[config.mk]
export PLATFORM = sky130hd
export DESIGN_NAME = frame_deframer_link_watchdog_unit_flat
export DESIGN_NICKNAME = d
export VERILOG_FILES = /design/src/hw/rtl/fdl_pkg.sv /design/src/hw/rtl/fdl_if.sv /design/src/hw/rtl/frame_deframer_link_watchdog_unit.sv /design/src/hw/rtl/fdl_ram.sv /design/src/hw/rtl/fdl_watch.sv /design/src/flat_wrapper.sv
export SDC_FILE = /design/constraint.sdc
export NUM_CORES = 1
export LEC_CHECK = 0
export ABC_AREA = 1
export BUFFER_PORTS_ARGS = -buffer_cell sky130_fd_sc_hd__clkbuf_2
export CAP_MARGIN = 40
export CORE_MARGIN = 5
export CORE_UTILIZATION = 52
export CTS_CLUSTER_DIAMETER = 120
export CTS_CLUSTER_SIZE = 40
export DETAILED_ROUTE_END_ITERATION = 16
export PLACE_DENSITY = 0.7
export SLEW_MARGIN = 20
export SYNTH_ARGS = -nofsm -noshare
export SYNTH_HDL_FRONTEND = slang
export SYNTH_SLANG_ARGS = --single-unit
[constraint.sdc]
create_clock -name clk_i -period 2.71 [get_ports clk_i]
set_clock_uncertainty 0.2 [all_clocks]
set_input_delay 0.271 -clock clk_i [delete_from_list [all_inputs] [get_ports clk_i]]
set_output_delay 0.271 -clock clk_i [all_outputs]
set_load 0.01 [all_outputs]
[src/hw/rtl/fdl_pkg.sv]
`default_nettype none
package fdl_pkg;

  localparam int unsigned FRAME_LEN   = 57;
  localparam int unsigned PAYLOAD_LEN = FRAME_LEN - 5;
  localparam int unsigned POS_W       = $clog2(FRAME_LEN);
  localparam int unsigned CFG_IDX_W   = 1;
  localparam int unsigned CFG_DATA_W  = 8;

  localparam logic [POS_W-1:0] POS_LAST = POS_W'(FRAME_LEN - 1);
  localparam logic [POS_W-1:0] POS_M2   = POS_W'(FRAME_LEN - 2);
  localparam logic [POS_W-1:0] POS_M3   = POS_W'(FRAME_LEN - 3);
  localparam logic [POS_W-1:0] BASE_A   = POS_W'(3);
  localparam logic [POS_W-1:0] BASE_B   = POS_W'(2);
  localparam logic [POS_W-1:0] PAY_SPAN = POS_W'(PAYLOAD_LEN - 1);

  localparam logic [7:0] CHR_H  = 8'h48;
  localparam logic [7:0] CHR_D  = 8'h44;
  localparam logic [7:0] CHR_CR = 8'h0D;
  localparam logic [7:0] CHR_LF = 8'h0A;

  localparam logic [3:0] GOOD_MAX = 4'd15;
  localparam logic [7:0] HB_MAX   = 8'd255;

  localparam logic [3:0] START_COUNT_RST = 4'd10;
  localparam logic [7:0] LOST_LIMIT_RST  = 8'd20;

  typedef enum logic [0:0] {
    CMD_BYTE = 1'b0,
    CMD_TICK = 1'b1
  } cmd_e;

  typedef enum logic [1:0] {
    KIND_PAYLOAD = 2'd0,
    KIND_REJECT  = 2'd1,
    KIND_TICK    = 2'd2
  } kind_e;

  typedef enum logic [CFG_IDX_W-1:0] {
    CFG_START_COUNT = 1'b0,
    CFG_LOST_LIMIT  = 1'b1
  } cfg_idx_e;

  typedef struct packed {
    logic       good;
    logic       tick;
    logic [7:0] plan_byte;
  } evt_t;

  typedef struct packed {
    logic started;
    logic lost;
  } status_t;

endpackage
`default_nettype wire

[src/hw/rtl/fdl_if.sv]
`default_nettype none
interface fdl_in_if;
  logic       valid;
  logic       ready;
  logic       command;
  logic [7:0] rx_byte;

  modport source (output valid, output command, output rx_byte, input ready);
  modport sink   (input valid, input command, input rx_byte, output ready);
endinterface

interface fdl_out_if;
  logic       valid;
  logic       ready;
  logic [1:0] kind;
  logic [7:0] payload_byte;
  logic       last;
  logic       link_started;
  logic       link_lost;

  modport source (output valid, output kind, output payload_byte, output last,
                  output link_started, output link_lost, input ready);
  modport sink   (input valid, input kind, input payload_byte, input last,
                  input link_started, input link_lost, output ready);
endinterface
`default_nettype wire

[src/hw/rtl/frame_deframer_link_watchdog_unit.sv]
// Link deframer with heartbeat watchdog. Each input word is a received link
// byte or a timer tick. Bytes are written one per cycle into a frame RAM while
// the block is idle and produce nothing until the last byte of a frame. The
// final byte leads to a frame check in the CHECK state, then to either one
// reject word or the payload words read back from the RAM, each payload word
// through a registered RAM read (WAIT) and then a load of the output register
// (DRAIN). Input stays blocked until the reject word or the last payload word
// of a good frame is loaded, and for as long as the output is stalled. A tick
// updates the watchdog at once and yields one status word, loaded from the
// EMIT state once the output register is free. Every result word carries the
// link started and link lost flags as they stand after the input that caused
// it. Configuration is taken on any cycle with cfg_we_i high and must be
// written only while the block is idle.
`default_nettype none
module frame_deframer_link_watchdog_unit (
  input  wire logic                            clk_i,
  input  wire logic                            rst_ni,
  input  wire logic                            cfg_we_i,
  input  wire logic [fdl_pkg::CFG_IDX_W-1:0]   cfg_idx_i,
  input  wire logic [fdl_pkg::CFG_DATA_W-1:0]  cfg_data_i,
  fdl_in_if.sink                               in_if,
  fdl_out_if.source                            out_if
);
  import fdl_pkg::*;

  typedef enum logic [2:0] {
    ST_IDLE,
    ST_CHECK,
    ST_EMIT,
    ST_WAIT,
    ST_DRAIN
  } state_e;

  state_e           state_q;
  logic [POS_W-1:0] pos_q;
  logic [7:0]       hdr0_q, hdr1_q, hdr2_q, hdr3_q, hdr4_q;
  logic [7:0]       hdr_m3_q, hdr_m2_q, hdr_last_q;
  logic [1:0]       pend_kind_q;
  logic [POS_W-1:0] rd_addr_q;
  logic [POS_W-1:0] end_addr_q;
  logic [3:0]       start_count_q;
  logic [7:0]       lost_limit_q;

  logic             out_valid_q;
  logic [1:0]       out_kind_q;
  logic [7:0]       out_byte_q;
  logic             out_last_q;
  logic             out_started_q;
  logic             out_lost_q;

  logic             in_fire;
  logic             slot_free;
  logic             out_load;
  logic             match_a;
  logic             match_b;
  logic             frame_good;
  logic [POS_W-1:0] base;
  logic             rd_en;
  logic [POS_W-1:0] rd_addr_d;
  logic [7:0]       rd_data;
  logic             drain_last;
  evt_t             evt;
  status_t          status;

  assign in_if.ready = (state_q == ST_IDLE);
  assign in_fire     = in_if.valid && in_if.ready;
  assign slot_free   = !out_valid_q || out_if.ready;
  assign out_load    = ((state_q == ST_EMIT) || (state_q == ST_DRAIN)) && slot_free;

  assign match_a = (hdr1_q == CHR_H) && (hdr2_q == CHR_D) &&
                   (hdr_m2_q == CHR_CR) && (hdr_last_q == CHR_LF);
  assign match_b = (hdr0_q == CHR_H) && (hdr1_q == CHR_D) &&
                   (hdr_m3_q == CHR_CR) && (hdr_m2_q == CHR_LF);
  assign frame_good = match_a || match_b;
  assign base       = match_a ? BASE_A : BASE_B;
  assign drain_last = (rd_addr_q == end_addr_q);

  always_comb begin
    rd_en     = 1'b0;
    rd_addr_d = rd_addr_q;
    if (state_q == ST_CHECK && frame_good) begin
      rd_en     = 1'b1;
      rd_addr_d = base;
    end else if (state_q == ST_DRAIN && slot_free && !drain_last) begin
      rd_en     = 1'b1;
      rd_addr_d = rd_addr_q + POS_W'(1);
    end
  end

  always_comb begin
    evt.good      = (state_q == ST_CHECK) && frame_good;
    evt.tick      = in_fire && (in_if.command == CMD_TICK);
    evt.plan_byte = match_a ? hdr4_q : hdr3_q;
  end

  fdl_ram #(
    .WIDTH (8),
    .DEPTH (FRAME_LEN)
  ) u_frame_ram (
    .clk_i   (clk_i),
    .we_i    (in_fire && (in_if.command == CMD_BYTE)),
    .waddr_i (pos_q),
    .wdata_i (in_if.rx_byte),
    .re_i    (rd_en),
    .raddr_i (rd_addr_d),
    .rdata_o (rd_data)
  );

  fdl_watch u_watch (
    .clk_i         (clk_i),
    .rst_ni        (rst_ni),
    .evt_i         (evt),
    .start_count_i (start_count_q),
    .lost_limit_i  (lost_limit_q),
    .status_o      (status)
  );

  always_ff @(posedge clk_i or negedge rst_ni) begin
    if (!rst_ni) begin
      start_count_q <= START_COUNT_RST;
      lost_limit_q  <= LOST_LIMIT_RST;
    end else if (cfg_we_i) begin
      case (cfg_idx_i)
        CFG_START_COUNT: start_count_q <= cfg_data_i[3:0];
        CFG_LOST_LIMIT:  lost_limit_q  <= cfg_data_i;
        default: ;
      endcase
    end
  end

  // header and trailer bytes are kept aside for the frame check
  always_ff @(posedge clk_i) begin
    if (in_fire && (in_if.command == CMD_BYTE)) begin
      if (pos_q == POS_W'(0)) hdr0_q     <= in_if.rx_byte;
      if (pos_q == POS_W'(1)) hdr1_q     <= in_if.rx_byte;
      if (pos_q == POS_W'(2)) hdr2_q     <= in_if.rx_byte;
      if (pos_q == POS_W'(3)) hdr3_q     <= in_if.rx_byte;
      if (pos_q == POS_W'(4)) hdr4_q     <= in_if.rx_byte;
      if (pos_q == POS_M3)    hdr_m3_q   <= in_if.rx_byte;
      if (pos_q == POS_M2)    hdr_m2_q   <= in_if.rx_byte;
      if (pos_q == POS_LAST)  hdr_last_q <= in_if.rx_byte;
    end
  end

  always_ff @(posedge clk_i or negedge rst_ni) begin
    if (!rst_ni) begin
      state_q       <= ST_IDLE;
      pos_q         <= '0;
      out_valid_q   <= 1'b0;
      pend_kind_q   <= KIND_PAYLOAD;
      rd_addr_q     <= '0;
      end_addr_q    <= '0;
      out_kind_q    <= KIND_PAYLOAD;
      out_byte_q    <= '0;
      out_last_q    <= 1'b0;
      out_started_q <= 1'b0;
      out_lost_q    <= 1'b0;
    end else begin
      if (out_valid_q && out_if.ready && !out_load) begin
        out_valid_q <= 1'b0;
      end
      rd_addr_q <= rd_addr_d;
      case (state_q)
        ST_IDLE: begin
          if (in_fire) begin
            if (in_if.command == CMD_TICK) begin
              pend_kind_q <= KIND_TICK;
              state_q     <= ST_EMIT;
            end else if (pos_q == POS_LAST) begin
              pos_q   <= '0;
              state_q <= ST_CHECK;
            end else begin
              pos_q <= pos_q + POS_W'(1);
            end
          end
        end
        ST_CHECK: begin
          if (frame_good) begin
            end_addr_q <= base + PAY_SPAN;
            state_q    <= ST_WAIT;
          end else begin
            pend_kind_q <= KIND_REJECT;
            state_q     <= ST_EMIT;
          end
        end
        ST_EMIT: begin
          if (slot_free) begin
            out_valid_q   <= 1'b1;
            out_kind_q    <= pend_kind_q;
            out_byte_q    <= 8'd0;
            out_last_q    <= 1'b1;
            out_started_q <= status.started;
            out_lost_q    <= status.lost;
            state_q       <= ST_IDLE;
          end
        end
        ST_WAIT: begin
          state_q <= ST_DRAIN;
        end
        ST_DRAIN: begin
          if (slot_free) begin
            out_valid_q   <= 1'b1;
            out_kind_q    <= KIND_PAYLOAD;
            out_byte_q    <= rd_data;
            out_last_q    <= drain_last;
            out_started_q <= status.started;
            out_lost_q    <= status.lost;
            state_q       <= drain_last ? ST_IDLE : ST_WAIT;
          end
        end
        default: state_q <= ST_IDLE;
      endcase
    end
  end

  assign out_if.valid        = out_valid_q;
  assign out_if.kind         = out_kind_q;
  assign out_if.payload_byte = out_byte_q;
  assign out_if.last         = out_last_q;
  assign out_if.link_started = out_started_q;
  assign out_if.link_lost    = out_lost_q;

endmodule
`default_nettype wire

[src/hw/rtl/fdl_ram.sv]
`default_nettype none
module fdl_ram #(
  parameter int unsigned WIDTH = 8,
  parameter int unsigned DEPTH = 64
) (
  input  wire logic                     clk_i,
  input  wire logic                     we_i,
  input  wire logic [$clog2(DEPTH)-1:0] waddr_i,
  input  wire logic [WIDTH-1:0]         wdata_i,
  input  wire logic                     re_i,
  input  wire logic [$clog2(DEPTH)-1:0] raddr_i,
  output logic      [WIDTH-1:0]         rdata_o
);

  logic [WIDTH-1:0] mem_q [DEPTH];

  always_ff @(posedge clk_i) begin
    if (we_i) begin
      mem_q[waddr_i] <= wdata_i;
    end
    if (re_i) begin
      rdata_o <= mem_q[raddr_i];
    end
  end

endmodule
`default_nettype wire

[src/hw/rtl/fdl_watch.sv]
`default_nettype none
module fdl_watch (
  input  wire logic            clk_i,
  input  wire logic            rst_ni,
  input  wire fdl_pkg::evt_t   evt_i,
  input  wire logic [3:0]      start_count_i,
  input  wire logic [7:0]      lost_limit_i,
  output fdl_pkg::status_t     status_o
);
  import fdl_pkg::*;

  logic [3:0] good_cnt_q;
  logic [3:0] good_sat;
  logic       started_q;
  logic [7:0] hb_q;
  logic [7:0] hb_sat;
  logic       lost_q;
  logic [7:0] plan_q;

  assign good_sat = (good_cnt_q < GOOD_MAX) ? good_cnt_q + 4'd1 : good_cnt_q;
  assign hb_sat   = (hb_q < HB_MAX) ? hb_q + 8'd1 : hb_q;

  always_ff @(posedge clk_i or negedge rst_ni) begin
    if (!rst_ni) begin
      good_cnt_q <= '0;
      started_q  <= 1'b0;
      hb_q       <= '0;
      lost_q     <= 1'b0;
      plan_q     <= '0;
    end else if (evt_i.good) begin
      // hold the count one above the threshold once started
      if (good_sat > start_count_i) begin
        started_q  <= 1'b1;
        good_cnt_q <= start_count_i + 4'd1;
      end else begin
        good_cnt_q <= good_sat;
      end
      hb_q   <= '0;
      plan_q <= evt_i.plan_byte;
    end else if (evt_i.tick && started_q && (plan_q == 8'd0)) begin
      hb_q <= hb_sat;
      if (hb_sat > lost_limit_i) begin
        lost_q <= 1'b1;
      end
    end
  end

  assign status_o.started = started_q;
  assign status_o.lost    = lost_q;

endmodule
`default_nettype wire

[src/flat_wrapper.sv]
// flat-port wrapper written by rule: the top's interface ports become plain ports
module frame_deframer_link_watchdog_unit_flat import fdl_pkg::*;
  (clk_i, rst_ni, cfg_we_i, cfg_idx_i, cfg_data_i, in_if_valid, in_if_command, in_if_rx_byte, in_if_ready, out_if_valid, out_if_kind, out_if_payload_byte, out_if_last, out_if_link_started, out_if_link_lost, out_if_ready);
  fdl_in_if in_if_i ();
  fdl_out_if out_if_i ();
  input  wire logic clk_i;
  input  wire logic rst_ni;
  input  wire logic cfg_we_i;
  input  wire logic [fdl_pkg::CFG_IDX_W-1:0] cfg_idx_i;
  input  wire logic [fdl_pkg::CFG_DATA_W-1:0] cfg_data_i;
  input wire logic [$bits(in_if_i.valid)-1:0] in_if_valid;
  input wire logic [$bits(in_if_i.command)-1:0] in_if_command;
  input wire logic [$bits(in_if_i.rx_byte)-1:0] in_if_rx_byte;
  output wire logic [$bits(in_if_i.ready)-1:0] in_if_ready;
  output wire logic [$bits(out_if_i.valid)-1:0] out_if_valid;
  output wire logic [$bits(out_if_i.kind)-1:0] out_if_kind;
  output wire logic [$bits(out_if_i.payload_byte)-1:0] out_if_payload_byte;
  output wire logic [$bits(out_if_i.last)-1:0] out_if_last;
  output wire logic [$bits(out_if_i.link_started)-1:0] out_if_link_started;
  output wire logic [$bits(out_if_i.link_lost)-1:0] out_if_link_lost;
  input wire logic [$bits(out_if_i.ready)-1:0] out_if_ready;
  assign in_if_i.valid = in_if_valid;
  assign in_if_i.command = in_if_command;
  assign in_if_i.rx_byte = in_if_rx_byte;
  assign in_if_ready = in_if_i.ready;
  assign out_if_valid = out_if_i.valid;
  assign out_if_kind = out_if_i.kind;
  assign out_if_payload_byte = out_if_i.payload_byte;
  assign out_if_last = out_if_i.last;
  assign out_if_link_started = out_if_i.link_started;
  assign out_if_link_lost = out_if_i.link_lost;
  assign out_if_i.ready = out_if_ready;
  frame_deframer_link_watchdog_unit u_core (.clk_i(clk_i), .rst_ni(rst_ni), .cfg_we_i(cfg_we_i), .cfg_idx_i(cfg_idx_i), .cfg_data_i(cfg_data_i), .in_if(in_if_i), .out_if(out_if_i));
endmodule
# [Word-level counts from Yosys, hierarchy flattened]
# Memories as Yosys holds them, arrays and structs flattened. A register that Yosys moved wholly into a read port is not among the register bits.
# Index checks and enable logic that the tools add are counted.
[op_classes] bitwise_logic=3 muxes=38 reduce_logical=48 magnitude_cmp=4 addsub=6 n_eq_ne=26
[op_table] operator="$mux 8" count=6
[op_table] operator="$eq 8x4->1 const B" count=4
[op_table] operator="$eq 8x7->1 const B" count=4
[op_table] operator="$reduce_and 2->1" count=13
[op_table] operator="$eq 6x6->1 const B" count=3
[op_table] operator="$mux 6" count=3
[op_table] operator="$logic_and 1x1->1" count=17
[op_table] operator="$pmux 8 s2" count=1
[op_table] operator="$mux 3" count=5
[op_table] operator="$pmux 3 s5" count=1
[op_table] operator="$add 6x1->6 const B" count=2
[op_table] operator="$eq 6x2->1 const B" count=2
[op_table] operator="$mux 2" count=6
[op_table] operator="$mux 1" count=11
[op_table] operator="$reduce_and 3->1" count=3
[op_table] operator="$add 4x1->4 const B" count=2
[op_table] operator="$add 8x1->8 const B" count=1
[op_table] operator="$gt 8x8->1" count=1
[op_table] operator="$logic_not 8->1" count=1
[op_table] operator="$lt 8x8->1 const B" count=1
[op_table] operator="$mux 4" count=2
[op_table] operator="$pmux 2 s2" count=2
[op_table] operator="$reduce_and 4->1" count=2
[op_table] operator="$add 6x6->6 const B" count=1
[op_table] operator="19 further kinds" count=31
[totals] wordCells=152 input_bits=23 output_inout_bits=15 regBits=135 n_memories=1 mem_bits_rw=456
[mem_list] memory="u_core.u_frame_ram.mem_q" depth=57 word_bits=8 rd=1 rd_ports_with_merged_regs=1 wr=1 line_no="fdl_ram.sv:15" source="logic [WIDTH-1:0] mem_q [DEPTH];"

# [Logic depth before layout (Yosys ltp)]
# Gate-level depths: netlist of the first run.
[depth] word_depth=8 depth_mapped=21 ltp_nobuf=19

# [Hierarchy]
# A second synthesis of the first run with hierarchy kept.
[unflattened] cells_unflattened=2321 area_unflattened_um2=25385.6
[modules_own_cells] module="fdl_ram" n_inst=1 seq_area_each_um2=13933.4 area_per_inst_um2=18984.5 cells_each=1633
[modules_own_cells] module="frame_deframer_link_watchdog_unit" n_inst=1 seq_area_each_um2=3078.0 area_per_inst_um2=4834.6 cells_each=466
[modules_own_cells] module="fdl_watch" n_inst=1 seq_area_each_um2=550.5 area_per_inst_um2=1566.5 cells_each=222

# [Worst setup path after synthesis of the first run]
# No wires, ideal clock.
[synth_path] path_type="reg2reg" start="register u_core.state_q[1]" end="memory u_core.u_frame_ram.mem_q[47][0] (enable)" path_stages_with_launch=12 setup_time_ns=0.383 path_buffers=0 t_arrival_ns=2.271 setup_slack_ns=-0.145 period_less_slack_ns=2.855 required_ns=2.127 path_cell_list="dfrtp_1 nor2_1 nand2_1 nor2_1 inv_2 nor2_1 inv_2 nor2_1 nand2_1 nor2_1 inv_1 nor3_1"
[synth_via] elab_chain_cells=5
[synth_rtl] item="from (decl)" line_no="frame_deframer_link_watchdog_unit.sv:34" source="state_e state_q;"
[synth_rtl] item="from (signal assigned)" line_no="frame_deframer_link_watchdog_unit.sv:208" source="state_q <= drain_last ? ST_IDLE : ST_WAIT;"
[synth_rtl] item="$logic_not 3->1" line_no="frame_deframer_link_watchdog_unit.sv:65" source="assign in_if.ready = (state_q == ST_IDLE);"
[synth_rtl] item="$logic_and 1x1->1" line_no="frame_deframer_link_watchdog_unit.sv:66" source="assign in_fire = in_if.valid && in_if.ready;"
[synth_rtl] item="$logic_and 1x1->1" line_no="frame_deframer_link_watchdog_unit.sv:101" source=".we_i (in_fire && (in_if.command == CMD_BYTE)),"
[synth_rtl] item="$mux 1" line_no="fdl_ram.sv:18" source="if (we_i) begin"
[synth_rtl] item="$mux 1 (implied by the code)" line_no="fdl_ram.sv:19" source="mem_q[waddr_i] <= wdata_i;"
[synth_rtl] item="to (decl)" line_no="fdl_ram.sv:15"
# No other way between the ends.

# [Final worst setup path of the first run]
[layout_path] start="register u_core.hdr1_q[3]" end="register u_core.u_frame_ram.rdata_o[3], read port of u_core.u_frame_ram.mem_q, data pin"
[layout_via] elab_chain_cells=7 elab_cells_between_ends=13 classes_between="eq/ne: 2; mux: 3; reduce/logical: 8"
[layout_rtl] item="from (decl)" line_no="frame_deframer_link_watchdog_unit.sv:36" source="logic [7:0] hdr0_q, hdr1_q, hdr2_q, hdr3_q, hdr4_q;"
[layout_rtl] item="from (signal assigned)" line_no="frame_deframer_link_watchdog_unit.sv:135" source="if (pos_q == POS_W'(1)) hdr1_q <= in_if.rx_byte;"
[layout_rtl] item="$eq 8x7->1, on equally long branches" line_no="frame_deframer_link_watchdog_unit.sv:70, frame_deframer_link_watchdog_unit.sv:72"
[layout_rtl] item="$logic_and 1x1->1, on equally long branches (2 in a row)" line_no="frame_deframer_link_watchdog_unit.sv:70, frame_deframer_link_watchdog_unit.sv:72"
[layout_rtl] item="$logic_and 1x1->1, on equally long branches" line_no="frame_deframer_link_watchdog_unit.sv:71, frame_deframer_link_watchdog_unit.sv:73"
[layout_rtl] item="$logic_or 1x1->1" line_no="frame_deframer_link_watchdog_unit.sv:74" source="assign frame_good = match_a || match_b;"
[layout_rtl] item="$logic_and 1x1->1" line_no="frame_deframer_link_watchdog_unit.sv:81" source="if (state_q == ST_CHECK && frame_good) begin"
[layout_rtl] item="$mux 6 / $mux 1 (equally long branches)" line_no="frame_deframer_link_watchdog_unit.sv:81"
[layout_rtl] item="to (decl)" line_no="fdl_ram.sv:12" source="output logic [WIDTH-1:0] rdata_o"
# Several ways; a longest one is shown, not always the timed one.
# A chain may end at the register's enable or synchronous reset.

==> results.txt, run 1 <==
The synthesized netlist devotes around a fifth of its cell area to simple gates. sky130_fd_sc_hd__edfxtp_1 takes more of the synthesized area than any other cell. The die footprint is between 50000 and 60000 µm². The share of flip-flops with an asynchronous set or reset is 11.4%.

The total placed cells including tap cells came out at roughly 3300. Of the synthesized area, sequential elements account for 67.4%. The worst setup path is captured at a flip-flop. The Yosys warning count came out at 0. The number of global-route vias before repair came out at around 18000. The worst reg-to-reg setup slack came out at -0.24 ns.

The clock tree from TritonCTS is yes. The worst-skew pair later-pin latency came out at 0.60 ns. The worst register-to-register path ends at u_core.u_frame_ram.rdata_o[3]$_DFFE_PP_. Of the total power, combinational logic draws a little over two fifths. The adder and majority gate portion of the synthesized area came out at 0.960%. The top cell type by area accounts for 60.8% of the synthesized area. The DRC violation total after the first TritonRoute iteration came out at roughly 2100.

The switching portion of total power is between 30% and 40%. The buffer depth of the longest clock path came out at 3. The final antenna-violating net count is 0. The remaining routing DRC violations came out at 0. The maximum resistive drop on vdd is a little under 0.6 mV.

Setup repair after global routing could not meet its margin everywhere. The minimum period implied by the final worst setup slack is approximately 2.9 ns. The fraction of power consumed by the clock network came out at around 15%. The unique cell type count in the Yosys netlist is roughly 50. The post-layout instance count excluding filler cells came out at around 3300. Entering global routing, the biggest net connects 69 pins. After synthesis, the largest family of logic cells by area is simple AND/OR/NAND/NOR gates. The required time at the endpoint of the critical path is approximately 2.9 ns. The number of flip-flops under the largest register name came out at roughly 460. The area of the mapped netlist came out at about 26000 µm².

The critical path is of the flip-flop to flip-flop type. After routing the design area is between 30000 and 40000 µm². The floorplan core area came out at approximately 50000 µm². Data on the critical path arrives at its endpoint at 3.11 ns. The total number of vias is between 15000 and 20000. The final worst-path cycle share came out at 109%.

The number of placed I/O pins came out at 38. In this run the power density over the cells is 858 nW/µm². In the post-route analysis, the smallest setup slack over all paths is -0.235 ns. The number of clock buffers added by TritonCTS is 18. The synthesized area divided by synthesized cell count is about 11 µm². The cell leakage power came out at ~0.013 µW. The row count is between 80 and 90.

The residual overflow from global routing came out at 0. The clock input transition at the sequential cells of the worst setup and hold paths is 0.14 ns. The post-synthesis mux area share came out at less than 1%.

Dividing the detail-routed wire length by the instance count gives around 20 µm. The last weighted congestion value of the routability-driven placer came out at just over 0.9. In this run the power spent charging and discharging nets is roughly 9900 µW. The HPWL reported at the end of detailed placement is approximately 43000 µm.

The count of flip-flops with a built-in enable after synthesis came out at approximately 530. The number of pins exceeding their max-slew limit in the final report came out at 0. The total routing usage reported by global routing is between 20% and 30%. The source of the worst register-to-register timing path is u_core.hdr1_q[3]$_DFFE_PP_. The share of layout cells above drive strength 1 is 15.4%.

For this run, the top clock speed supported by timing is between 300 and 400 MHz. The worst-case hold path end point is u_core.u_frame_ram.mem_q[54][2]$_DFFE_PP_. The count of nets after finishing came out at between 2000 and 3000. By area the synthesized netlist is led by sky130_fd_sc_hd__edfxtp_1 (61%), sky130_fd_sc_hd__nand2_1 (8.5%), sky130_fd_sc_hd__nand3_1 (7.9%), sky130_fd_sc_hd__dfrtp_1 (6.1%), sky130_fd_sc_hd__inv_1 (5.4%). In this run the worst hold path is classified as input port to flip-flop. The root buffer cell chosen for the clock tree is sky130_fd_sc_hd__clkbuf_16. The count of endpoints failing hold in the final timing report came out at 3. The number of vias per cell after detailed routing came out at 5.51. The effective utilization at floorplan is a little over half. The flow ran to the end, but the final reports show violations. The number of register bits inferred by synthesis came out at ~600. When the netlist entered floorplanning its net count stood at 2497.

The first-pass GRT wire length is 104000 µm. Summing the areas of all compound-gate instances in the mapped netlist gives 3.16% of the synthesized area. The area growth from synthesis to layout came out at 15.9%.

The internal power of the cells is 16000 µW. Counting flops per register, the top entry is u_core.u_frame_ram.mem_q. The measured slew at the worst slew-check pin is 0.615 ns. The peak fanout along the critical path came out at 27. The final-layout fill cell count is 4058.

The count of buffers inserted at the top-level ports is 37. The xor-xnor portion of the synthesized cell area is less than 1%. The count of cells along the worst register-to-register path is 19. Across all hold checks on the routed design, the worst slack comes to -0.00328 ns. The die span in x came out at about 230 µm. The max-cap check violation count came out at 0. The final reports fail on hold timing, setup timing.

The placed instance area is around 29000 µm². The hold path startpoint is in_if_rx_byte[2]. The number of setup violations in the final report is 8.

The clock sink count came out at a little under 600. The first detailed-routing pass took 6 iterations. STA classifies the critical path startpoint as a flip-flop. The remaining max-slew budget at the tightest pin is a little under 60%. The sequential share of power came out at approximately 41%.

The worst hold path depth came out at 2. CTS built an H-tree with a depth of 1. The cell count after synthesis came out at 2454. The y dimension of the die is approximately 230 µm.

The total power after layout is 25900 µW. In the synthesized netlist the dominant register cell turns out to be sky130_fd_sc_hd__edfxtp_1. The share of the core filled with cells came out at between 60 and 70%. The wire length reported by the detailed router came out at a little under 70000 µm. The initial antenna violation count came out at 0.
## logic make-up (layout without fill, tap and decap cells)
group,count (synthesis),in the layout
flops,596,596
other cells,0,1
mux,2,2
buf+inv,490,709
compound gates,131,131
fa+ha+maj,20,20
simple gates,1206,1207
xor+xnor,9,9
## synth_stat cells, types with 6 or more instances
cell type and instances:
sky130_fd_sc_hd__a21oi_1 23, sky130_fd_sc_hd__inv_2 6, sky130_fd_sc_hd__dfrtp_1 64, sky130_fd_sc_hd__buf_2 40
sky130_fd_sc_hd__nor4_1 7, sky130_fd_sc_hd__edfxtp_1 528, sky130_fd_sc_hd__nand2_1 592, sky130_fd_sc_hd__xor2_1 6
sky130_fd_sc_hd__nor3_1 11, sky130_fd_sc_hd__nand3b_1 23, sky130_fd_sc_hd__o21ai_0 43, sky130_fd_sc_hd__nand3_1 411
sky130_fd_sc_hd__nor2_1 135, sky130_fd_sc_hd__buf_4 19, sky130_fd_sc_hd__clkbuf_1 29, sky130_fd_sc_hd__inv_1 376
sky130_fd_sc_hd__o211ai_1 30, sky130_fd_sc_hd__a22o_1 8, sky130_fd_sc_hd__nand4_1 10, sky130_fd_sc_hd__buf_6 16
sky130_fd_sc_hd__ha_1 20
## power by group through the flow
stage / logic, µW / clock network, µW / registers [µW]
CTS: 10700 / 3950 / 10600
detailed placement: 9810 / 0 / 10800
floorplan: 5950 / 0 / 10800
finish: 11400 / 3890 / 10600
global placement: 9630 / 0 / 10800
global route: 12300 / 4290 / 10700
## critical path, stage by stage (launching register included)
cell                       delay, ns
sky130_fd_sc_hd__edfxtp_1       0.46
sky130_fd_sc_hd__buf_4          0.16
sky130_fd_sc_hd__nand2_1        0.07
sky130_fd_sc_hd__nor2_1         0.05
sky130_fd_sc_hd__nand2_1        0.08
sky130_fd_sc_hd__nor2_2         0.05
sky130_fd_sc_hd__nand3_2        0.07
sky130_fd_sc_hd__nand2_2        0.09
sky130_fd_sc_hd__nand2_4        0.11
sky130_fd_sc_hd__inv_2          0.06
sky130_fd_sc_hd__nor2_4         0.18
sky130_fd_sc_hd__clkinv_4       0.14
sky130_fd_sc_hd__buf_12         0.20
sky130_fd_sc_hd__buf_4          0.17
sky130_fd_sc_hd__nand3_1        0.10
sky130_fd_sc_hd__nand3_1        0.09
sky130_fd_sc_hd__nand3_1        0.14
sky130_fd_sc_hd__nand3_1        0.11
sky130_fd_sc_hd__nand3_1        0.13
sky130_fd_sc_hd__nand2_1        0.06
## worst max-delay path by stage
stage,cells past startpoint,to,startpoint
floorplan,11,u_core.u_frame_ram.mem_q[15][0]$_DFFE_PP_,u_core.state_q[1]$_DFFE_PN0P_
global placement,19,u_core.u_frame_ram.rdata_o[4]$_DFFE_PP_,u_core.hdr1_q[7]$_DFFE_PP_
detailed placement,19,u_core.u_frame_ram.rdata_o[4]$_DFFE_PP_,u_core.hdr1_q[2]$_DFFE_PP_
CTS,21,u_core.u_frame_ram.rdata_o[4]$_DFFE_PP_,u_core.hdr1_q[3]$_DFFE_PP_
global route,21,u_core.u_frame_ram.rdata_o[4]$_DFFE_PP_,u_core.hdr1_q[3]$_DFFE_PP_
finish,19,u_core.u_frame_ram.rdata_o[3]$_DFFE_PP_,u_core.hdr1_q[3]$_DFFE_PP_
## timing repair
item,in CTS,in global routing
setup buffers,8,7
hold buffers,19,1
gates resized for setup,53,66
setup endpoints to repair,89,263
pin swaps,16,19
endpoints found under the hold margin,97,1
cloned,6,6
## routing by layer
metal	wire length [µm]	up-vias	GRT usage (%)
li1	-	8578	-
met5	0	-	0
met4	2560	0	8.50
met2	32900	809	40.4
met1	27500	8907	33.9
met3	5630	133	4.19
## cell usage in the layout, fill, tap and decap left out, drive strengths merged, types with 3 or more instances in the layout
cell           n
nor4           7
clkbuf        65
inv          382
xnor2          3
xor2           6
nor2         138
o221ai         4
edfxtp       528
o211ai        30
a21oi         23
o21ai         48
nand4         10
nor3          11
dfrtp         64
a22o           8
nand2        600
dfstp          4
nand3        413
clkinv         4
ha            20
nand3b        23
buf          236
a31oi          3
dlygate4sd3   20
a211oi         5
## final cells by class
| type | instances | area (µm²) | share of cell area, % |
|---|---|---|---|
| flip-flops and latches | 596 | 17600 | 58.1 |
| multi-input cells | 1369 | 6870 | 22.7 |
| repair buffers | 299 | 2990 | 9.91 |
| inverters | 384 | 1450 | 4.79 |
| well taps | 672 | 841 | 2.78 |
| clock buffers | 24 | 494 | 1.64 |
| clock inverters | 2 | 7.51 | 0.0248 |
| diodes | 1 | 2.50 | 0.00828 |
## metrics by stage
| step | TNS, ns | setup WS [ns] | hold slack [ns] |
|---|---|---|---|
| after global placement | -2.82 | -0.292 | 0.126 |
| final | -1.57 | -0.235 | -0.00328 |
| after floorplan | 0 | 0.0875 | -0.225 |
| after CTS | -1.35 | -0.182 | 0.00109 |
| after detailed placement | -8.07 | -0.329 | 0.135 |
| after global routing | -2.80 | -0.369 | -0.00548 |
(Power assumes the default switching activity.)
==> run 2, diff against run 1 <==
Settings changed: RECOVER_POWER set to 25, SLEW_MARGIN 20 to 25.
==> run 2 against run 1 <==
Compared with the run above:
- the run ends with capacitance limit, slew limit, setup timing left
- via count barely moved
- total power is essentially flat
- die area is the same
- sequential cell count is the same
- combinational power is essentially flat
- hold slack better by 0.19 ns
- clock power barely moved
- register-to-register slack barely moved
- largest cell class unchanged
- largest power group unchanged
==> results.txt, run 2 (synthesis gave the netlist of run 1 again) <==
The final antenna diode count is 0 (-1). The maximum resistive drop on vdd came to 0.579 mV (-0.51%). STA classifies the critical path startpoint as a flip-flop.

The final worst-path cycle share is 109% (+0.45 points). The remaining routing DRC violations is 0 (unchanged). The remaining max-slew budget at the tightest pin came out at -18.5% (-77 points). The measured slew at the worst slew-check pin came out at 1.78 ns (+1.16 ns).

The required time at the endpoint of the critical path came out at 2.87 ns (about the same). The worst reg-to-reg setup slack came out at -0.25 ns (about the same). The number of flip-flops under the largest register name was 456 (unchanged). The flow ran to the end, but the final reports show violations. The HPWL reported at the end of detailed placement is 42600 µm (unchanged).

The number of pins exceeding their max-slew limit in the final report came to 267 (+267). The endpoint identified for the worst register-to-register timing path is u_core.u_frame_ram.rdata_o[6]$_DFFE_PP_. The residual overflow from global routing came to 0 (unchanged). The count of nets after finishing came to 2711 (unchanged).

The total power per unit cell area is 861 nW/µm² (+0.33%). The routing usage on met2 came out at 40.4% (unchanged). The wire length reported by the detailed router is 68500 µm (about the same). TritonCTS built the clock tree. The global-route met3 utilization came out at 4.19% (unchanged). The last weighted congestion value of the routability-driven placer came out at 0.905 (unchanged). The arrival time at the worst endpoint was 3.12 ns (about the same). In this design, the critical path's most frequently occurring cell is sky130_fd_sc_hd__nand2_1. The CTS buffer count was 18 (unchanged).

The longest individual stage delay on the worst path came out at 0.42 ns (-0.04 ns). The worst hold path depth came out at 1 (-1). The worst register-to-register path begins at u_core.hdr1_q[3]$_DFFE_PP_. The die footprint was 54700 µm² (unchanged).

The H-tree depth was 1 (unchanged). The maximum clock frequency came out at 338 MHz (-0.42%). The post-route standard cell area excluding fillers came out at 30100 µm² (-0.35%). The die span in x is 234 µm (unchanged). The initial antenna violation count is 0 (unchanged). Leaving out fill and tap cells, the most frequent cell in the layout is sky130_fd_sc_hd__nand2_1. The total routing usage reported by global routing came out at 24.7% (unchanged). The share of layout cells above drive strength 1 is 15.2% (-0.15 points). The count of cells along the worst register-to-register path is 19 (unchanged).

The final reports fail on capacitance limit, slew limit, setup timing. The number of setup violations in the final report came out at 8 (unchanged). The worst-skew pair later-pin latency was 0.58 ns (-0.02 ns). The worst-case hold path end point is u_core.u_frame_ram.mem_q[27][0]$_DFFE_PP_.

Setup repair after global routing could not meet its margin everywhere. The count of endpoints failing hold in the final timing report came out at 0 (-3). The number of global-route vias before repair is 18000 (unchanged). The floorplan core area came out at 49900 µm² (unchanged). The max-cap check violation count is 4 (+4).

The min-delay analysis places its worst path in the category input port to flip-flop. In the layout the commonest cells are sky130_fd_sc_hd__nand2_1 (573), sky130_fd_sc_hd__edfxtp_1 (528), sky130_fd_sc_hd__nand3_1 (378). The signal on the critical path passes through buf_4 > nand2_1 > nor2_1 > nand2_1 > nor2_2 > nand3_2 > buf_4 > nand3_4 > buf_12 > nand2_8 > clkbuf_16 > nand2_1 > nand3_1 > nand3_1 > nand2_1 > nand2_2 > nand3_1 > nand3_1 > nand2_1.

The least setup slack across all paths after layout came out at -0.247 ns (-0.0123 ns). The peak fanout along the critical path came out at 12 (-56%). The final-layout fill cell count was 4074 (+0.39%). The clock sink count was 596 (unchanged). The detailed-routing iteration count for the pre-antenna-repair pass is 6 (unchanged). The final antenna-violating net count was 0 (unchanged). The area growth from synthesis to layout came out at 15.5%. The met1 global-route usage came out at 33.9% (unchanged). The largest net degree at the start of global routing is 69 (unchanged). The clock input transition at the sequential cells of the worst setup and hold paths is 0.15 ns (about the same).

The worst setup timing slack at the placement stage was -0.329 ns (unchanged). In this run the most critical hold path is launched from in_if_rx_byte[0]. The standard cell with the maximum stage delay on the critical path is sky130_fd_sc_hd__edfxtp_1. The number of placed I/O pins came out at 38 (unchanged). The layer flagged by global routing as most heavily used is met2. The y dimension of the die came out at 234 µm (unchanged). The buffer depth of the longest clock path came out at 3 (unchanged). Ranked by flip-flop count, first place goes to u_core.u_frame_ram.mem_q.

The effective utilization at floorplan came to 52.3% (unchanged). The row count came out at 82 (unchanged). The cell leakage power is 0.0125 µW (-0.37%). The number of vias per cell after detailed routing came out at 5.50 (about the same). The total number of vias was 18400 (-0.092%). The routed length per instance was 20.5 µm (about the same). The placed instance area is 28600 µm² (unchanged). The count of buffers inserted at the top-level ports came out at 37 (unchanged). The DRC violation total after the first TritonRoute iteration came out at 2129 (+0.14%). STA classifies the critical path endpoint as a flip-flop.

The library cell used as clock root buffer is sky130_fd_sc_hd__clkbuf_16. The first-pass GRT wire length is 104000 µm (unchanged). The setup path with the least slack is of type flip-flop to flip-flop. The minimum period implied by the final worst setup slack came out at 2.96 ns (+0.0123 ns).

The minimum hold slack came out at 0.189 ns (+0.192 ns).
[run 2: changes by cell type in the layout (fill, tap and decap cells not counted), sizes merged]
cell,change
diode,-1
buf,-6
clkbuf,+6
[run 2: per-layer routing]
layer,up-vias,part of all wire (%)
met5,-,0
met1,8866,40
li1,8577,-
met3,139,8.3
met2,828,48
met4,0,3.7
[run 2: through the flow]
stage          util, %  setup TNS [ns]  std cells  power (µW)
2_1_floorplan        -               0       2454       16700
3_3_place_gp      57.3           -2.82       3272       20400
3_5_place_dp      57.3           -8.07       3273       20600
4_1_cts           59.6           -1.35       3332       25200
5_1_grt           60.4           -2.80       3346       27200
6_report          60.4           -1.60       3346       25900
[run 2: repair_timing]
action	CTS	global route
pin swaps	16	19
resized for setup	53	66
hold buffers	19	1
hold endpoints to repair	97	1
gates cloned	6	6
setup buffers	8	7
endpoints found under the setup margin	89	263
[run 2: area by class of cell]
class                   instances  area (µm²)  share of cell area (%)
repair buffers                299        2890                    9.60
well taps                     672         841                    2.79
inverters                     384        1450                    4.81
multi-input cells            1369        6870                    22.8
clock inverters                 2        7.51                  0.0249
clock buffers                  24         494                    1.64
flip-flops and latches        596       17600                    58.3
[run 2: worst max path at each step]
| stage | start | slack [ns] | endpoint | cells after the start |
|---|---|---|---|---|
| 2_1_floorplan | u_core.state_q[1]$_DFFE_PN0P_ | 0.09 | u_core.u_frame_ram.mem_q[15][0]$_DFFE_PP_ | 11 |
| 3_3_place_gp | u_core.hdr1_q[7]$_DFFE_PP_ | -0.29 | u_core.u_frame_ram.rdata_o[4]$_DFFE_PP_ | 19 |
| 3_5_place_dp | u_core.hdr1_q[2]$_DFFE_PP_ | -0.33 | u_core.u_frame_ram.rdata_o[4]$_DFFE_PP_ | 19 |
| 4_1_cts | u_core.hdr1_q[3]$_DFFE_PP_ | -0.18 | u_core.u_frame_ram.rdata_o[4]$_DFFE_PP_ | 21 |
| 5_1_grt | u_core.hdr1_q[3]$_DFFE_PP_ | -0.37 | u_core.u_frame_ram.rdata_o[4]$_DFFE_PP_ | 21 |
| 6_report | u_core.hdr1_q[3]$_DFFE_PP_ | -0.25 | u_core.u_frame_ram.rdata_o[6]$_DFFE_PP_ | 19 |
[run 2: power by group]
part | total [µW] | switching (µW) | leakage (µW) | internal, µW
sequential | 10600 | 255 | 0.00559 | 10400
clock | 3900 | 2590 | 0.000246 | 1310
combinational | 11400 | 7060 | 0.00670 | 4350
total | 25900 | 9900 | 0.0125 | 16000
[run 2: critical path: cells and delay by family, from the launching register on]
family	cells	cell delay, ns
AND/OR/NAND/NOR	15	1.47
buffers and inverters	4	0.63
flip-flops	1	0.42
==> run 3, diff against run 2 <==
Settings changed: CORE_UTILIZATION 52 to 56, PLACE_DENSITY 0.7 to 0.75, SKIP_LAST_GASP set to 1, SYNTH_HIERARCHICAL set to 1.
==> run 3 against run 2 <==
Compared with the run above:
- utilization rose by 4.3 points
- total power rose by 0.91%
- synthesized area fell by 2.6%
- die area fell by 9.2%
- the run still ends with capacitance limit, slew limit, setup timing left
- largest power group unchanged
- clock power barely moved
- clock-buffer cell count rose by 1
- hold slack got worse by 0.094 ns
- via count fell by 1.3%
- non-clock buffer count fell by 17
- sequential cell count did not move
- critical endpoint is now u_core/u_frame_ram/rdata_o[4]$_DFFE_PP_
==> results.txt, run 3 <==
The post-route standard cell area excluding fillers is 29200 µm² (-3.1%). The cell count after synthesis is 2321 (-5.4%). The number of vias per cell after detailed routing is 5.82 (+5.8%). The placed instance area came out at 27600 µm² (-3.4%). Walking the worst path, the cells encountered are nand2_1 > nand2_1 > nor2_2 > nand3_2 > nand3b_1 > nand2_1 > nand2_4 > nand2_8 > buf_12 > buf_12 > clkbuf_16 > nor2_1 > nor2_1 > o21ai_0 > nand3_1 > nand3_1 > nand3_1 > nand2_1 > nand2_1. The buffer depth of the longest clock path came out at 3 (unchanged). The register with the most flip-flops in the final layout is u_core/u_frame_ram/mem_q. Leaving out fill and tap cells, the most frequent cell in the layout is sky130_fd_sc_hd__nand2_1. The arrival time at the worst endpoint is 3.13 ns (about the same). Ranked by total cell area, the synthesized netlist is headed by sky130_fd_sc_hd__edfxtp_1 (62%), sky130_fd_sc_hd__nand2_1 (11%), sky130_fd_sc_hd__nand3_1 (7.9%), sky130_fd_sc_hd__dfrtp_1 (6.3%), sky130_fd_sc_hd__inv_1 (2.1%). The area of the mapped netlist is 25400 µm² (-2.6%).

The share of layout cells above drive strength 1 is 17.3% (+2.1 points). The wire length reported by the detailed router is 65400 µm (-4.6%). sky130_fd_sc_hd__nand2_1 is the most common cell in the netlist.

The total power per unit cell area came to 896 nW/µm² (+4.1%). The remaining max-slew budget at the tightest pin is -67.6% (-49 points). The area used by multi-input combinational logic came out at 7110 µm² (+3.6%). The min-delay analysis places its worst path in the category input port to flip-flop.

The first-pass GRT wire length came out at 99200 µm (-4.3%). The clock sink count came out at 596 (unchanged). In the layout the commonest cells are sky130_fd_sc_hd__nand2_1 (710), sky130_fd_sc_hd__edfxtp_1 (528), sky130_fd_sc_hd__nand3_1 (359). The flow ran to the end, but the final reports show violations. The post-synthesis sequential area ratio is 69.2% (+1.8 points). The final-layout fill cell count came out at 3329 (-18%). The count of nets after finishing came out at 2560 (-5.6%).

The count of buffers inserted at the top-level ports came out at 37 (unchanged). The DRC violation total after the first TritonRoute iteration is 2210 (+3.8%). The routed length per instance is 20.9 µm (+2.2%). The number of placed I/O pins came out at 38 (unchanged). The initial antenna violation count is 2 (+2). The die footprint came out at 49700 µm² (-9.2%).

Setup repair after global routing could not meet its margin everywhere. The effective utilization at floorplan was 56.3% (+4.0 points). The number of flip-flops under the largest register name is 456 (unchanged). The required time at the endpoint of the critical path is 2.86 ns (about the same). The register area is 17600 µm² (about the same). The number of register bits inferred by synthesis came out at 596 (unchanged). The y dimension of the die is 223 µm (-4.7%). The minimum hold slack is 0.0951 ns (-0.0941 ns). The Yosys warning count is 6 (+6).

The detailed-routing iteration count for the pre-antenna-repair pass was 5 (-1). The maximum resistive drop on vdd was 0.543 mV (-6.1%). The measured slew at the worst slew-check pin came to 2.51 ns (+0.736 ns).

The final antenna diode count is 0 (unchanged). The buffer and inverter count on the worst path came out at 3 (-1). The last weighted congestion value of the routability-driven placer came out at 0.918 (+1.5%). The remaining routing DRC violations came out at 0 (unchanged). For this design, the slowest cell found on the critical path is sky130_fd_sc_hd__dfrtp_1. The commonest cells after synthesis are sky130_fd_sc_hd__nand2_1 (744), sky130_fd_sc_hd__edfxtp_1 (528), sky130_fd_sc_hd__nand3_1 (402). The peak fanout along the critical path is 13 (+1). The total placed cells including tap cells is 3043 (-7.0%). The synthesized area divided by synthesized cell count is 10.9 µm² (+2.9%). The final worst-path cycle share is 110% (+0.71 points). The floorplan core area was 45100 µm² (-9.6%). The share of flip-flops with an asynchronous set or reset is 11.4% (unchanged).

The max-cap check violation count came to 3 (-1). The largest net degree at the start of global routing came out at 69 (unchanged). The die span in x is 223 µm (-4.7%).

The number of pins exceeding their max-slew limit in the final report is 141 (-47%). The share of the core filled with cells is 64.7% (+4.3 points). The unique cell type count in the Yosys netlist came out at 45 (-8.2%).

The critical path is of the flip-flop to flip-flop type. The maximum clock frequency is 336 MHz (-0.65%). TritonCTS built the clock tree. The cell leakage power was 0.0116 µW (-7.4%).

The post-layout instance count excluding filler cells is 3123 (-6.7%). The top flip-flop cell by instance count after synthesis is sky130_fd_sc_hd__edfxtp_1. The least setup slack across all paths after layout is -0.267 ns (-0.0193 ns). The total routing usage reported by global routing is 25.3% (+0.59 points). The count of endpoints failing hold in the final timing report is 0 (unchanged). The startpoint class of the critical path is a flip-flop. The synthesized netlist net count is 2364 (-5.3%). The HPWL reported at the end of detailed placement is 41100 µm (-3.4%). The residual overflow from global routing is 0 (unchanged). The total number of vias came to 18200 (-1.3%). The clock input transition at the sequential cells of the worst setup and hold paths came out at 0.14 ns (about the same). The H-tree depth came to 1 (unchanged). The final antenna-violating net count is 0 (unchanged). The row count came to 78 (-4.9%). The element type at the critical path end is a flip-flop. The CTS buffer count is 18 (unchanged).

The worst setup timing slack at the placement stage came out at -0.254 ns (+0.0746 ns). The number of global-route vias before repair is 17700 (-2.0%). The area growth from synthesis to layout came out at 15.0%. The count of flip-flops with a built-in enable after synthesis came out at 528 (unchanged).

The synthesized design spends more area on one cell type than any other, namely sky130_fd_sc_hd__edfxtp_1. The root buffer cell chosen for the clock tree is sky130_fd_sc_hd__clkbuf_16. In this design, the largest share of critical-path delay is due to simple AND/OR/NAND/NOR gates. The minimum period implied by the final worst setup slack came out at 2.98 ns (+0.0193 ns).

The proportion of netlist area held by the largest area contributor came to 62.5% (+1.7 points). The checks that failed: capacitance limit, slew limit, setup timing. The longest individual stage delay on the worst path is 0.45 ns (+0.03 ns). Among the stages of the critical path, the cell type that occurs most often is sky130_fd_sc_hd__nand2_1. The number of setup violations in the final report came to 8 (unchanged). The worst-skew pair later-pin latency is 0.58 ns (about the same).
[run 3: cell count changes in the layout (fill, tap and decap cells not counted), moves of 8 or more]
| cell | previous run | this run |
|---|---|---|
| sky130_fd_sc_hd__a21oi_1 | 20 | 12 |
| sky130_fd_sc_hd__buf_6 | 11 | 3 |
| sky130_fd_sc_hd__clkbuf_1 | 9 | 18 |
| sky130_fd_sc_hd__clkbuf_2 | 38 | 30 |
| sky130_fd_sc_hd__inv_1 | 372 | 134 |
| sky130_fd_sc_hd__inv_2 | 9 | 18 |
| sky130_fd_sc_hd__nand2_1 | 573 | 710 |
| sky130_fd_sc_hd__nand2_2 | 21 | 38 |
| sky130_fd_sc_hd__nand3_1 | 378 | 359 |
| sky130_fd_sc_hd__nand3_2 | 31 | 48 |
| sky130_fd_sc_hd__nand3b_1 | 23 | 3 |
| sky130_fd_sc_hd__o211ai_1 | 30 | 3 |
[run 3: power breakdown]
part | internal, µW | switching [µW]
combinational | 4300 | 7270
sequential | 10400 | 283
clock | 1410 | 2520
[run 3: path summary, 6_finish.rpt]
path,start,endpoint,slack (ns),cells past startpoint
setup / recovery,u_core/rd_addr_q[0]$_DFF_PN0_,u_core/u_frame_ram/rdata_o[4]$_DFFE_PP_,-0.27,19
hold / removal,in_if_rx_byte[4],u_core/u_frame_ram/mem_q[7][4]$_DFFE_PP_,0.1,1
setup reg to reg,u_core/rd_addr_q[0]$_DFF_PN0_,u_core/u_frame_ram/rdata_o[4]$_DFFE_PP_,-0.27,19
hold reg to reg,u_core/u_watch/plan_q[7]$_DFFE_PN0P_,u_core/u_watch/plan_q[7]$_DFFE_PN0P_,0.29,2
max in group asynchronous,rst_ni,u_core/state_q[1]$_DFFE_PN0P_,0.66,3
min in group asynchronous,rst_ni,u_core/end_addr_q[0]$_DFFE_PN0P_,0.54,3
[run 3: timing repair]
item                                   4_1_cts  5_1_grt
hold buffers                                20        0
cloned                                       6        3
gates resized for setup                     54       80
endpoints found under the hold margin       96        0
setup buffers                               13       12
pin swaps                                   19       40
setup endpoints to repair                    8       22
[run 3: kinds of logic (layout without fill, tap and decap cells)]
| logic type | after synthesis | count (layout) | share of synthesized area (%) |
|---|---|---|---|
| compound gates | 77 | 77 | 1.79 |
| xor+xnor | 11 | 11 | 0.380 |
| fa+ha+maj | 20 | 20 | 0.986 |
| buf+inv | 262 | 464 | 4.42 |
| flops | 596 | 596 | 69.2 |
| mux | 4 | 4 | 0.177 |
| simple gates | 1351 | 1351 | 23.1 |
[run 3: final cells by class]
| type | instances | area share, % |
|---|---|---|
| Inverter | 156 | 2.05 |
| Tap cell | 600 | 2.57 |
| Timing Repair Buffer | 282 | 9.03 |
| Clock inverter | 1 | 0.103 |
| Sequential cell | 596 | 60.2 |
| Multi-Input combinational cell | 1463 | 24.4 |
| Clock buffer | 25 | 1.71 |
[run 3: metrics by stage]
step / total power [µW] / TNS, ns
finish: 26200 / -1.89
floorplan: 16800 / -10.26
global route: 27400 / -2.84
global placement: 20200 / -1.41
detailed placement: 20500 / -1.58
CTS: 25300 / -1.40
[run 3: metal layers]
| metal | vias to the layer above | GRT usage, % | part of all wire (%) |
|---|---|---|---|
| li1 | 8252 | - | - |
| met1 | 8824 | 35.1 | 39 |
| met2 | 940 | 41.8 | 49 |
| met3 | 161 | 4.24 | 9.2 |
| met4 | 2 | 7.47 | 3.5 |
| met5 | - | 0 | 0.020 |
